**config.mk**
```make
export PLATFORM = sky130hd
export DESIGN_NAME = packet_five_tuple_extractor
export DESIGN_NICKNAME = d
export VERILOG_FILES = /design/src/rtl/core/pte_pkg.sv /design/src/rtl/core/pte_parse.sv /design/src/rtl/core/packet_five_tuple_extractor.sv
export SDC_FILE = /design/constraint.sdc
export NUM_CORES = 1
export LEC_CHECK = 0
export ABC_AREA = 1
export BUFFER_PORTS_ARGS = -buffer_cell sky130_fd_sc_hd__buf_2
export CAP_MARGIN = 40
export CORE_MARGIN = 3
export CORE_UTILIZATION = 58
export CTS_CLUSTER_DIAMETER = 30
export DETAILED_ROUTE_END_ITERATION = 6
export PLACE_DENSITY = 0.9
export RECOVER_POWER = 25
export SLEW_MARGIN = 20
export SYNTH_ARGS = -nofsm -noshare
export SYNTH_HDL_FRONTEND = slang
export SYNTH_HIERARCHICAL = 1
export SYNTH_SLANG_ARGS = --single-unit
```
**constraint.sdc**
```tcl
create_clock -name clk -period 11.5 [get_ports clk]
set_clock_uncertainty 0.2 [all_clocks]
set_input_delay 2.3 -clock clk [delete_from_list [all_inputs] [get_ports clk]]
set_output_delay 2.3 -clock clk [all_outputs]
set_load 0.005 [all_outputs]
```
**src/rtl/core/pte_pkg.sv**
```systemverilog
package pte_pkg;

  localparam logic [1:0] MAX_VLAN_TAGS = 2'd2;

  localparam logic [15:0] TPID_CTAG  = 16'h8100;
  localparam logic [15:0] TPID_STAG  = 16'h88A8;
  localparam logic [15:0] ETYPE_IPV4 = 16'h0800;
  localparam logic [7:0]  PROTO_TCP  = 8'd6;
  localparam logic [7:0]  PROTO_UDP  = 8'd17;

  localparam logic [6:0] ETH_TYPE_POS = 7'd12;
  localparam logic [6:0] ETH_HDR_LEN  = 7'd14;
  localparam logic [7:0] IP_HDR_LEN   = 8'd20;
  localparam logic [7:0] TCP_HDR_LEN  = 8'd20;
  localparam logic [7:0] UDP_HDR_LEN  = 8'd8;
  localparam logic [6:0] OFFSET_MAX   = 7'd127;

  // offsets inside the ipv4 header (and the l4 ports right after it)
  localparam logic [6:0] IP_OFF_PROTO    = 7'd9;
  localparam logic [6:0] IP_OFF_SRC      = 7'd12;
  localparam logic [6:0] IP_OFF_DST      = 7'd16;
  localparam logic [6:0] IP_OFF_PORTS    = 7'd20;
  localparam logic [6:0] IP_OFF_PORTS_HI = 7'd23;

  localparam logic [1:0] VERDICT_PASS    = 2'd0;
  localparam logic [1:0] VERDICT_DROP    = 2'd1;
  localparam logic [1:0] VERDICT_FORWARD = 2'd2;

  localparam logic REG_FORWARD_ENABLE = 1'b0;
  localparam logic REG_OUT_INTERFACE  = 1'b1;

  localparam int OUT_DATA_W = 144;

  typedef struct packed {
    logic [1:0]  verdict;
    logic        tuple_valid;
    logic [31:0] source_ip;
    logic [31:0] dest_ip;
    logic [7:0]  ip_protocol;
    logic [15:0] source_port;
    logic [15:0] dest_port;
    logic [31:0] forward_interface;
  } result_t;

endpackage

```
**src/rtl/core/pte_parse.sv**
```systemverilog
module pte_parse (
  input  logic                 clk,
  input  logic                 rst,
  input  logic                 step,
  input  logic [7:0]           data_byte,
  input  logic                 last_byte,
  input  logic                 forward_enable,
  input  logic [31:0]          out_interface,
  output pte_pkg::result_t     res
);

  logic [6:0]  byte_offset;
  logic [15:0] ether_type;
  logic [1:0]  tag_count;
  logic [31:0] captured_src_ip;
  logic [31:0] captured_dst_ip;
  logic [7:0]  captured_protocol;
  logic [31:0] captured_ports;

  logic [6:0]  byte_offset_next;
  logic [15:0] ether_type_next;
  logic [1:0]  tag_count_next;
  logic [31:0] captured_src_ip_next;
  logic [31:0] captured_dst_ip_next;
  logic [7:0]  captured_protocol_next;
  logic [31:0] captured_ports_next;

  logic [6:0] type_pos;
  logic [6:0] l3_old;
  logic [6:0] off;
  logic [7:0] n;
  logic [7:0] l3;
  logic [7:0] ip_end;
  logic       good;
  logic [1:0] verdict;

  assign type_pos = pte_pkg::ETH_TYPE_POS + {3'b000, tag_count, 2'b00};
  assign l3_old   = pte_pkg::ETH_HDR_LEN + {3'b000, tag_count, 2'b00};
  assign off      = byte_offset - l3_old;

  always_comb begin
    ether_type_next        = ether_type;
    tag_count_next         = tag_count;
    captured_src_ip_next   = captured_src_ip;
    captured_dst_ip_next   = captured_dst_ip;
    captured_protocol_next = captured_protocol;
    captured_ports_next    = captured_ports;
    if (byte_offset == type_pos) begin
      ether_type_next = {data_byte, 8'h00};
    end else if (byte_offset == type_pos + 7'd1) begin
      ether_type_next = {ether_type[15:8], data_byte};
      // another tag: the real ethertype sits four bytes further on
      if ((ether_type_next == pte_pkg::TPID_CTAG || ether_type_next == pte_pkg::TPID_STAG)
          && tag_count < pte_pkg::MAX_VLAN_TAGS) begin
        tag_count_next = tag_count + 2'd1;
      end
    end else if (byte_offset >= l3_old) begin
      if (off == pte_pkg::IP_OFF_PROTO) begin
        captured_protocol_next = data_byte;
      end else if (off >= pte_pkg::IP_OFF_SRC && off < pte_pkg::IP_OFF_DST) begin
        captured_src_ip_next = {captured_src_ip[23:0], data_byte};
      end else if (off >= pte_pkg::IP_OFF_DST && off < pte_pkg::IP_OFF_PORTS) begin
        captured_dst_ip_next = {captured_dst_ip[23:0], data_byte};
      end else if (off >= pte_pkg::IP_OFF_PORTS && off <= pte_pkg::IP_OFF_PORTS_HI) begin
        captured_ports_next = {captured_ports[23:0], data_byte};
      end
    end
    byte_offset_next = (byte_offset < pte_pkg::OFFSET_MAX) ? byte_offset + 7'd1 : byte_offset;
  end

  // verdict from the state as it stands after this byte
  assign n      = {1'b0, byte_offset} + 8'd1;
  assign l3     = {1'b0, pte_pkg::ETH_HDR_LEN} + {4'b0000, tag_count_next, 2'b00};
  assign ip_end = l3 + pte_pkg::IP_HDR_LEN;

  always_comb begin
    good    = 1'b0;
    verdict = pte_pkg::VERDICT_DROP;
    if (n < l3) begin
      verdict = pte_pkg::VERDICT_DROP;
    end else if (ether_type_next != pte_pkg::ETYPE_IPV4) begin
      verdict = pte_pkg::VERDICT_PASS;
    end else if (n < ip_end) begin
      verdict = pte_pkg::VERDICT_DROP;
    end else if (captured_protocol_next == pte_pkg::PROTO_TCP) begin
      good = n >= ip_end + pte_pkg::TCP_HDR_LEN;
    end else if (captured_protocol_next == pte_pkg::PROTO_UDP) begin
      good = n >= ip_end + pte_pkg::UDP_HDR_LEN;
    end
    if (good && forward_enable) begin
      verdict = pte_pkg::VERDICT_FORWARD;
    end
  end

  always_comb begin
    res.verdict           = verdict;
    res.tuple_valid       = good;
    res.source_ip         = good ? captured_src_ip_next : 32'd0;
    res.dest_ip           = good ? captured_dst_ip_next : 32'd0;
    res.ip_protocol       = good ? captured_protocol_next : 8'd0;
    res.source_port       = good ? captured_ports_next[31:16] : 16'd0;
    res.dest_port         = good ? captured_ports_next[15:0] : 16'd0;
    res.forward_interface = (verdict == pte_pkg::VERDICT_FORWARD) ? out_interface : 32'd0;
  end

  always_ff @(posedge clk) begin
    if (rst || (step && last_byte)) begin
      byte_offset       <= '0;
      ether_type        <= '0;
      tag_count         <= '0;
      captured_src_ip   <= '0;
      captured_dst_ip   <= '0;
      captured_protocol <= '0;
      captured_ports    <= '0;
    end else if (step) begin
      byte_offset       <= byte_offset_next;
      ether_type        <= ether_type_next;
      tag_count         <= tag_count_next;
      captured_src_ip   <= captured_src_ip_next;
      captured_dst_ip   <= captured_dst_ip_next;
      captured_protocol <= captured_protocol_next;
      captured_ports    <= captured_ports_next;
    end
  end

endmodule

```
**src/rtl/core/packet_five_tuple_extractor.sv**
```systemverilog
// result path: the last byte goes into the byte register, then its verdict into the
//   result register, where m_tvalid rises
// throughput: one byte per cycle; s_tready drops only while the byte register holds
//   a last byte and the previous verdict still waits in the output register
// reset (rst, synchronous): clears frame state and the output valid, forward_enable
//   goes to 1 and out_interface to 0
module packet_five_tuple_extractor (
  input  logic                              clk,
  input  logic                              rst,
  input  logic                              s_tvalid,
  output logic                              s_tready,
  input  logic [7:0]                        s_tdata,   // data_byte
  input  logic                              s_tlast,   // last_byte
  output logic                              m_tvalid,
  input  logic                              m_tready,
  // verdict, tuple_valid, source_ip, dest_ip, ip_protocol, source_port,
  // dest_port, forward_interface, zero pad
  output logic [pte_pkg::OUT_DATA_W-1:0]    m_tdata,
  input  logic                              cfg_we,
  input  logic                              cfg_index,
  input  logic [31:0]                       cfg_data
);

  logic        forward_enable;
  logic [31:0] out_interface;

  logic        s1_valid;
  logic [7:0]  s1_byte;
  logic        s1_last;
  logic        advance;
  logic        step;

  pte_pkg::result_t res;

  assign advance  = !s1_valid || !s1_last || !m_tvalid || m_tready;
  assign s_tready = advance;
  assign step     = s1_valid && advance;

  always_ff @(posedge clk) begin
    if (rst) begin
      forward_enable <= 1'b1;
      out_interface  <= '0;
    end else if (cfg_we) begin
      case (cfg_index)
        pte_pkg::REG_FORWARD_ENABLE: forward_enable <= cfg_data[0];
        pte_pkg::REG_OUT_INTERFACE:  out_interface  <= cfg_data;
        default: ;
      endcase
    end
  end

  always_ff @(posedge clk) begin
    if (rst) begin
      s1_valid <= 1'b0;
    end else if (advance) begin
      s1_valid <= s_tvalid;
    end
  end

  always_ff @(posedge clk) begin
    if (advance) begin
      s1_byte <= s_tdata;
      s1_last <= s_tlast;
    end
  end

  pte_parse u_parse (
    .clk            (clk),
    .rst            (rst),
    .step           (step),
    .data_byte      (s1_byte),
    .last_byte      (s1_last),
    .forward_enable (forward_enable),
    .out_interface  (out_interface),
    .res            (res)
  );

  always_ff @(posedge clk) begin
    if (rst) begin
      m_tvalid <= 1'b0;
    end else if (step && s1_last) begin
      m_tvalid <= 1'b1;
    end else if (m_tready) begin
      m_tvalid <= 1'b0;
    end
  end

  always_ff @(posedge clk) begin
    if (step && s1_last) begin
      m_tdata <= {5'b00000, res.forward_interface, res.dest_port, res.source_port,
                  res.ip_protocol, res.dest_ip, res.source_ip, res.tuple_valid, res.verdict};
    end
  end

endmodule

```
==> results.yml, run 1 <==
setup_path:
  critPathArrivalTime_ps: 3460
  cp-startpoint: "m_tready"
  worstSetupPathDepth: 4
  reg2reg_depth: 20
  r2r_slack_ps: 6230
  critPathLaunchType: "primary input"
  crit_end: "s_tready"
  worstReg2RegEnd: "m_tdata[57]"
  crit_top_cell: "buf_2"
  r2r_start: "u_parse/tag_count[0]"
  crit_family: "simple AND/OR/NAND/NOR gates"
  cpPeakStageDelay_ps: 420
  crit_path_max_fanout: 11
  slowest_stage: "nand2_1"
  cp_num_buf_inv: 2
  required_ps: 9000
  cp_cell_sequence: "buf_2 > nor2_1 > nand2_1 > buf_2"
  critPathKind: "in -> out"
  end_kind: "output port"
clock_tree:
  clk_pin_slew_worst_paths_ps: 50
  clk_latency_ps: 570
  cts_max_path_buffers: 3
  cts_buffers: 56
  root_buffer: "clkbuf_16"
  tritoncts: "built"
  h-tree-depth: 2
  cts.sinks: 312
  postCtsSetupRepairBufs: 0
  post_cts_resize_count: 0
  cts_hold_buf: 0
yosys:
  synthTopCellsByArea: "edfxtp_1 31%, dfxtp_1 23%, nand2_1 7.4%, inv_1 7.0%, nor2_1 6.4%"
  ys_seq_area_frac: 0.536
  synth.most_common_cell: "nand2_1"
  synth_top_area_frac: 0.308
  synth_cell_type_count: 45
  synth_area_mm2: 0.0144
  synth_ff_type: "dfxtp_1"
  synth_top_cell_by_area: "edfxtp_1"
  ys_warn_count: 6
  synth_cells: 1723
  ys_top_cells_by_count: "284 x nand2_1, 269 x inv_1, 245 x nor2_1, 164 x dfxtp_1, 148 x edfxtp_1"
  ys_seq_elements: 312
  syn_area_per_cell_um2: 8.36
  synth_edf_count: 148
  synthArstFlopShare: 0
layout:
  final_nets: 1961
  drive_above_1_share: 0.173
  area_growth_pct: 21.3
  num_antenna_cells: 0
placed_design:
  dp_hpwl_um: 21700
  port_buffers: 187
  gp_congestion: 0.907
  dp_slack_ps: 5550
routing:
  vias: 12400
  wire_per_inst_um: 15.8
  drc: 0
  drt_iter0_drc: 1165
  ant_nets: 0
  viasPerCell: 5.47
  routed_wirelength_um: 35700
  first_pass_iters: 6
job:
  maxCapViolations: 2
hold_path:
  hp-start: "u_parse/captured_src_ip[26]"
  hp-class: "reg -> reg"
pwr:
  max-vdd-ir-drop_uv: 157
  totalPowerFinal_mw: 3.16
  total_leakage_power_nw: 7.74
  power_density_mw_per_mm2: 181
outcome:
  failed_checks: "max-capacitance violations, max-slew violations"
  status: "complete, but fails checks"
floorplanning:
  core.rowCount: 57
  ios: 193
  start_util: 0.591
  core_mm2: 0.0244
  die-area_mm2: 0.0268
  die_y_um: 164
  die_w_um: 164
timing:
  tightest_slew_ps: 2700
  finalHoldViolCount: 0
  max_freq_mhz: 168
  min_period_ps: 5960
  rsz0062_at_grt: "no"
  finalSetupViolations: 0
  tns_ps: 0
  relSlewSlack: -0.800
  fin_crit_sh: 0.518
  layout_setup_ws_ps: 5540
  slew_viol_final: 104
grt:
  antenna_found_initial: 0
  grt_pass1_wl_um: 57200
  first_global_vias: 12000
  grt-ovfl-total: 0
  grt.total_usage: 0.261
  grt_max_degree: 91
[worst min-delay path by stage]
stage / depth (start not counted) / endpoint
floorplan: 2 / u_parse/captured_src_ip[24]
global placement: 2 / u_parse/captured_src_ip[25]
detailed placement: 2 / u_parse/captured_src_ip[26]
CTS: 2 / u_parse/captured_src_ip[26]
global route: 2 / out_interface[26]
finish: 2 / u_parse/captured_src_ip[26]
[metrics by stage]
| stage | utilization | cells | area [um2] | hold slack [ps] |
|---|---|---|---|---|
| finish | 0.717 | 2262 | 17500 | 277 |
| global placement | 0.629 | 2147 | 15300 | 256 |
| floorplan | - | 1730 | 14400 | 244 |
| CTS | 0.717 | 2260 | 17500 | 274 |
| detailed placement | 0.636 | 2154 | 15500 | 258 |
| global route | 0.717 | 2262 | 17500 | 305 |
[cell type report]
cell class | instances | area [um2]
sequential | 312 | 7730
fill | 1686 | 6910
multi-input combinational | 1040 | 5170
clock buffer | 63 | 1490
timing repair buffer | 205 | 1150
inverter | 275 | 1040
clock inverter | 43 | 494
tap | 324 | 405
[where the power goes]
group	internal (mW)	switching, mW	leakage [nW]
registers	1.21	0.0329	2.75
clock network	1.11	0.586	0.970
logic	0.0749	0.148	4.02
[metal layers]
layer,vias up,routed length [um],global-route usage
met2,621,17500,0.446
met4,0,1060,0.101
met5,-,0,0
met1,5715,13800,0.319
li1,5928,-,-
met3,105,3300,0.0659
[layout by cell type, fill, tap and decap left out, types with 23 or more instances in the layout]
| master | Yosys | routed |
|---|---|---|
| nand3_1 | 61 | 61 |
| a21oi_1 | 97 | 97 |
| ha_1 | 23 | 23 |
| clkbuf_16 | 0 | 58 |
| o21ai_0 | 138 | 147 |
| buf_2 | 26 | 184 |
| edfxtp_1 | 148 | 148 |
| o211ai_1 | 46 | 46 |
| nand2_1 | 284 | 284 |
| inv_1 | 269 | 269 |
| dfxtp_1 | 164 | 164 |
| nand4_1 | 46 | 46 |
| nor3b_1 | 25 | 25 |
| nor2_1 | 245 | 243 |
[cell families after synthesis]
logic type | synth area share
buf+inv | 0.109
xor+xnor | 0.00304
compound gates | 0.116
flops | 0.536
other cells | 0.000521
fa+ha+maj | 0.0214
simple gates | 0.214
[registers in the layout (all words and copies together) (netlist names)]
| signal | flops |
|---|---|
| m_tdata | 139 |
| out_interface | 32 |
| u_parse/captured_dst_ip | 32 |
| u_parse/captured_ports | 32 |
| u_parse/captured_src_ip | 32 |
| u_parse/ether_type | 16 |
| s1_byte | 8 |
| u_parse/captured_protocol | 8 |
| u_parse/byte_offset | 7 |
| u_parse/tag_count | 2 |
| forward_enable | 1 |
| m_tvalid | 1 |
| s1_last | 1 |
| s1_valid | 1 |
[worst min-delay path, stage by stage, from the launching register on]
cell and delay, ps:
dfxtp_1 320, o211ai_1 80, inv_1 50
No activity file was read; power rests on OpenSTA's default activity.
==> run 2: changes to the inputs <==
Clock period 11.5 ns to 5.54 ns, I/O delays scaled along.
==> results.yml, run 2 (synthesis gave the netlist of run 1 again) <==
setup_path:
  cp_cell_sequence: "inv_1 > ha_1 > ha_1 > nand2_1 > nor2_1 > nand2_4 > a211oi_1 > nand2_1 > o21ai_0 > nand2_1 > ha_1 > o21ai_0 > a21oi_1 > nand2_1 > a21oi_1 > nor3_1 > nand2_1 > nor2_2 > nand2_4 > nor3b_1"
  cpPeakStageDelay_ps: 450
  crit_top_cell: "nand2_1"
  critPathLaunchType: "flip-flop"
  worstReg2RegEnd: "m_tdata[35]"
  r2r_start: "u_parse/tag_count[0]"
  required_ps: 5710
  crit_path_max_fanout: 32
  end_kind: "flip-flop"
  slowest_stage: "ha_1"
  cp_num_buf_inv: 1
  critPathKind: "reg -> reg"
  crit_family: "simple AND/OR/NAND/NOR gates"
  r2r_slack_ps: 650
  reg2reg_depth: 20
  critPathArrivalTime_ps: 5060
timing:
  finalHoldViolCount: 0
  layout_setup_ws_ps: 649
  finalSetupViolations: 0
  tns_ps: 0
  tightest_slew_ps: 3310
  rsz0062_at_grt: "no"
  fin_crit_sh: 0.883
  slew_viol_final: 114
  min_period_ps: 4890
  max_freq_mhz: 204
  relSlewSlack: -1.20
routing:
  vias: 12400
  wire_per_inst_um: 16.0
  drc: 0
  first_pass_iters: 7
  drt_iter0_drc: 1446
  ant_nets: 0
  viasPerCell: 5.49
  routed_wirelength_um: 36200
pwr:
  pwr-share-seq: 0.400
  max-vdd-ir-drop_uv: 286
  swShare: 0.237
  p_int_mw: 4.93
  p_comb_frac: 0.072
  totalPowerFinal_mw: 6.45
  clockPowerShare: 0.527
  total_leakage_power_nw: 7.68
  power_density_mw_per_mm2: 372
  power.net_switching_mw: 1.53
placed_design:
  placedCellCount: 2156
  dp_hpwl_um: 22300
  gp_congestion: 0.913
  dp_slack_ps: 642
  port_buffers: 187
clock_tree:
  cts_max_path_buffers: 3
  root_buffer: "clkbuf_16"
  clk_pin_slew_worst_paths_ps: 50
  postCtsSetupRepairBufs: 0
  h-tree-depth: 2
  clk_latency_ps: 550
  tritoncts: "built"
  cts_buffers: 54
  cts.sinks: 312
hold_path:
  hp-class: "reg -> reg"
  hold_path_end: "u_parse/captured_src_ip[27]"
  hp-start: "u_parse/captured_src_ip[27]"
  whs_path_depth: 2
grt:
  grt-ovfl-total: 0
  grt_pass1_wl_um: 57600
  grt_max_degree: 73
  antenna_found_initial: 0
  first_global_vias: 11900
  grt.total_usage: 0.264
job:
  maxCapViolations: 2
floorplanning:
  core_mm2: 0.0244
  die-area_mm2: 0.0268
  start_util: 0.591
  die_y_um: 164
  core.rowCount: 57
  die_w_um: 164
  ios: 193
layout:
  area_growth_pct: 20.5
  final_nets: 1962
  finalNonFillerCells: 2260
  largest_register_ffs: 139
  regMostFlops: "m_tdata"
  final_common_cell: "nand2_1"
  mostFrequentLayoutCells: "284 x nand2_1, 269 x inv_1, 243 x nor2_1, 186 x buf_2, 164 x dfxtp_1"
  drive_above_1_share: 0.169
  num_antenna_cells: 0
outcome:
  failed_checks: "max-capacitance violations, max-slew violations"
  status: "complete, but fails checks"
run 2: cell types whose count changed in the layout (fill, tap and decap cells not counted), moves of 2 or more:
cell / before / now
clkinv_2: 11 / 1
clkbuf_1: 10 / 18
buf_4: 7 / 14
buf_16: 4 / 1
buf_8: 3 / 0
buf_2: 184 / 186
clkbuf_8: 2 / 4
run 2: layout make-up:
type	instances	area [um2]
clock buffers	75	1560
inverters	275	1040
flip-flops and latches	312	7730
well taps	324	405
repair buffers	208	1110
clock inverters	26	344
multi-input cells	1040	5180
fillers	1705	7030
run 2: what timing repair did:
item,in CTS,in global routing
hold buffers,0,0
resized for setup,0,1
endpoints found under the setup margin,0,3
run 2: how the worst max path moves through the flow:
stage / start / end / cells after the start
finish: u_parse/tag_count[0] / m_tdata[35] / 20
global route: u_parse/tag_count[0] / m_tdata[63] / 20
CTS: u_parse/tag_count[0] / m_tdata[35] / 20
detailed placement: u_parse/tag_count[0] / m_tdata[51] / 20
global placement: u_parse/tag_count[0] / m_tdata[64] / 20
floorplan: m_tready / m_tdata[0] / 2
run 2: power groups by stage:
| stage | logic [mW] | clock network [mW] | registers [mW] |
|---|---|---|---|
| 6_report | 0.467 | 3.40 | 2.58 |
| 4_1_cts | 0.460 | 3.43 | 2.58 |
| 3_5_place_dp | 0.448 | 0 | 2.62 |
| 3_3_place_gp | 0.425 | 0 | 2.62 |
| 5_1_grt | 0.524 | 3.55 | 2.59 |
| 2_1_floorplan | 0.329 | 0 | 2.61 |
run 2: per-layer routing:
layer / wire length (um) / vias to the layer above / GRT usage
li1: - / 5920 / -
met1: 13800 / 5756 / 0.322
met2: 17500 / 627 / 0.444
met3: 3680 / 113 / 0.0700
met4: 1190 / 0 / 0.107
met5: 0 / - / 0
run 2: tightest hold or removal path: cells and delay by family, from the launching register on:
kind / cells / cell delay (ps)
AOI/OAI and AO/OA: 1 / 80
buffers and inverters: 1 / 50
DFF: 1 / 320
run 2: metrics by stage:
stage	util	cell area, um2	hold slack (ps)
final	0.712	17400	270
after global routing	0.712	17400	300
after CTS	0.711	17300	274
after detailed placement	0.633	15400	258
after global placement	0.631	15400	256
after floorplan	-	14400	244
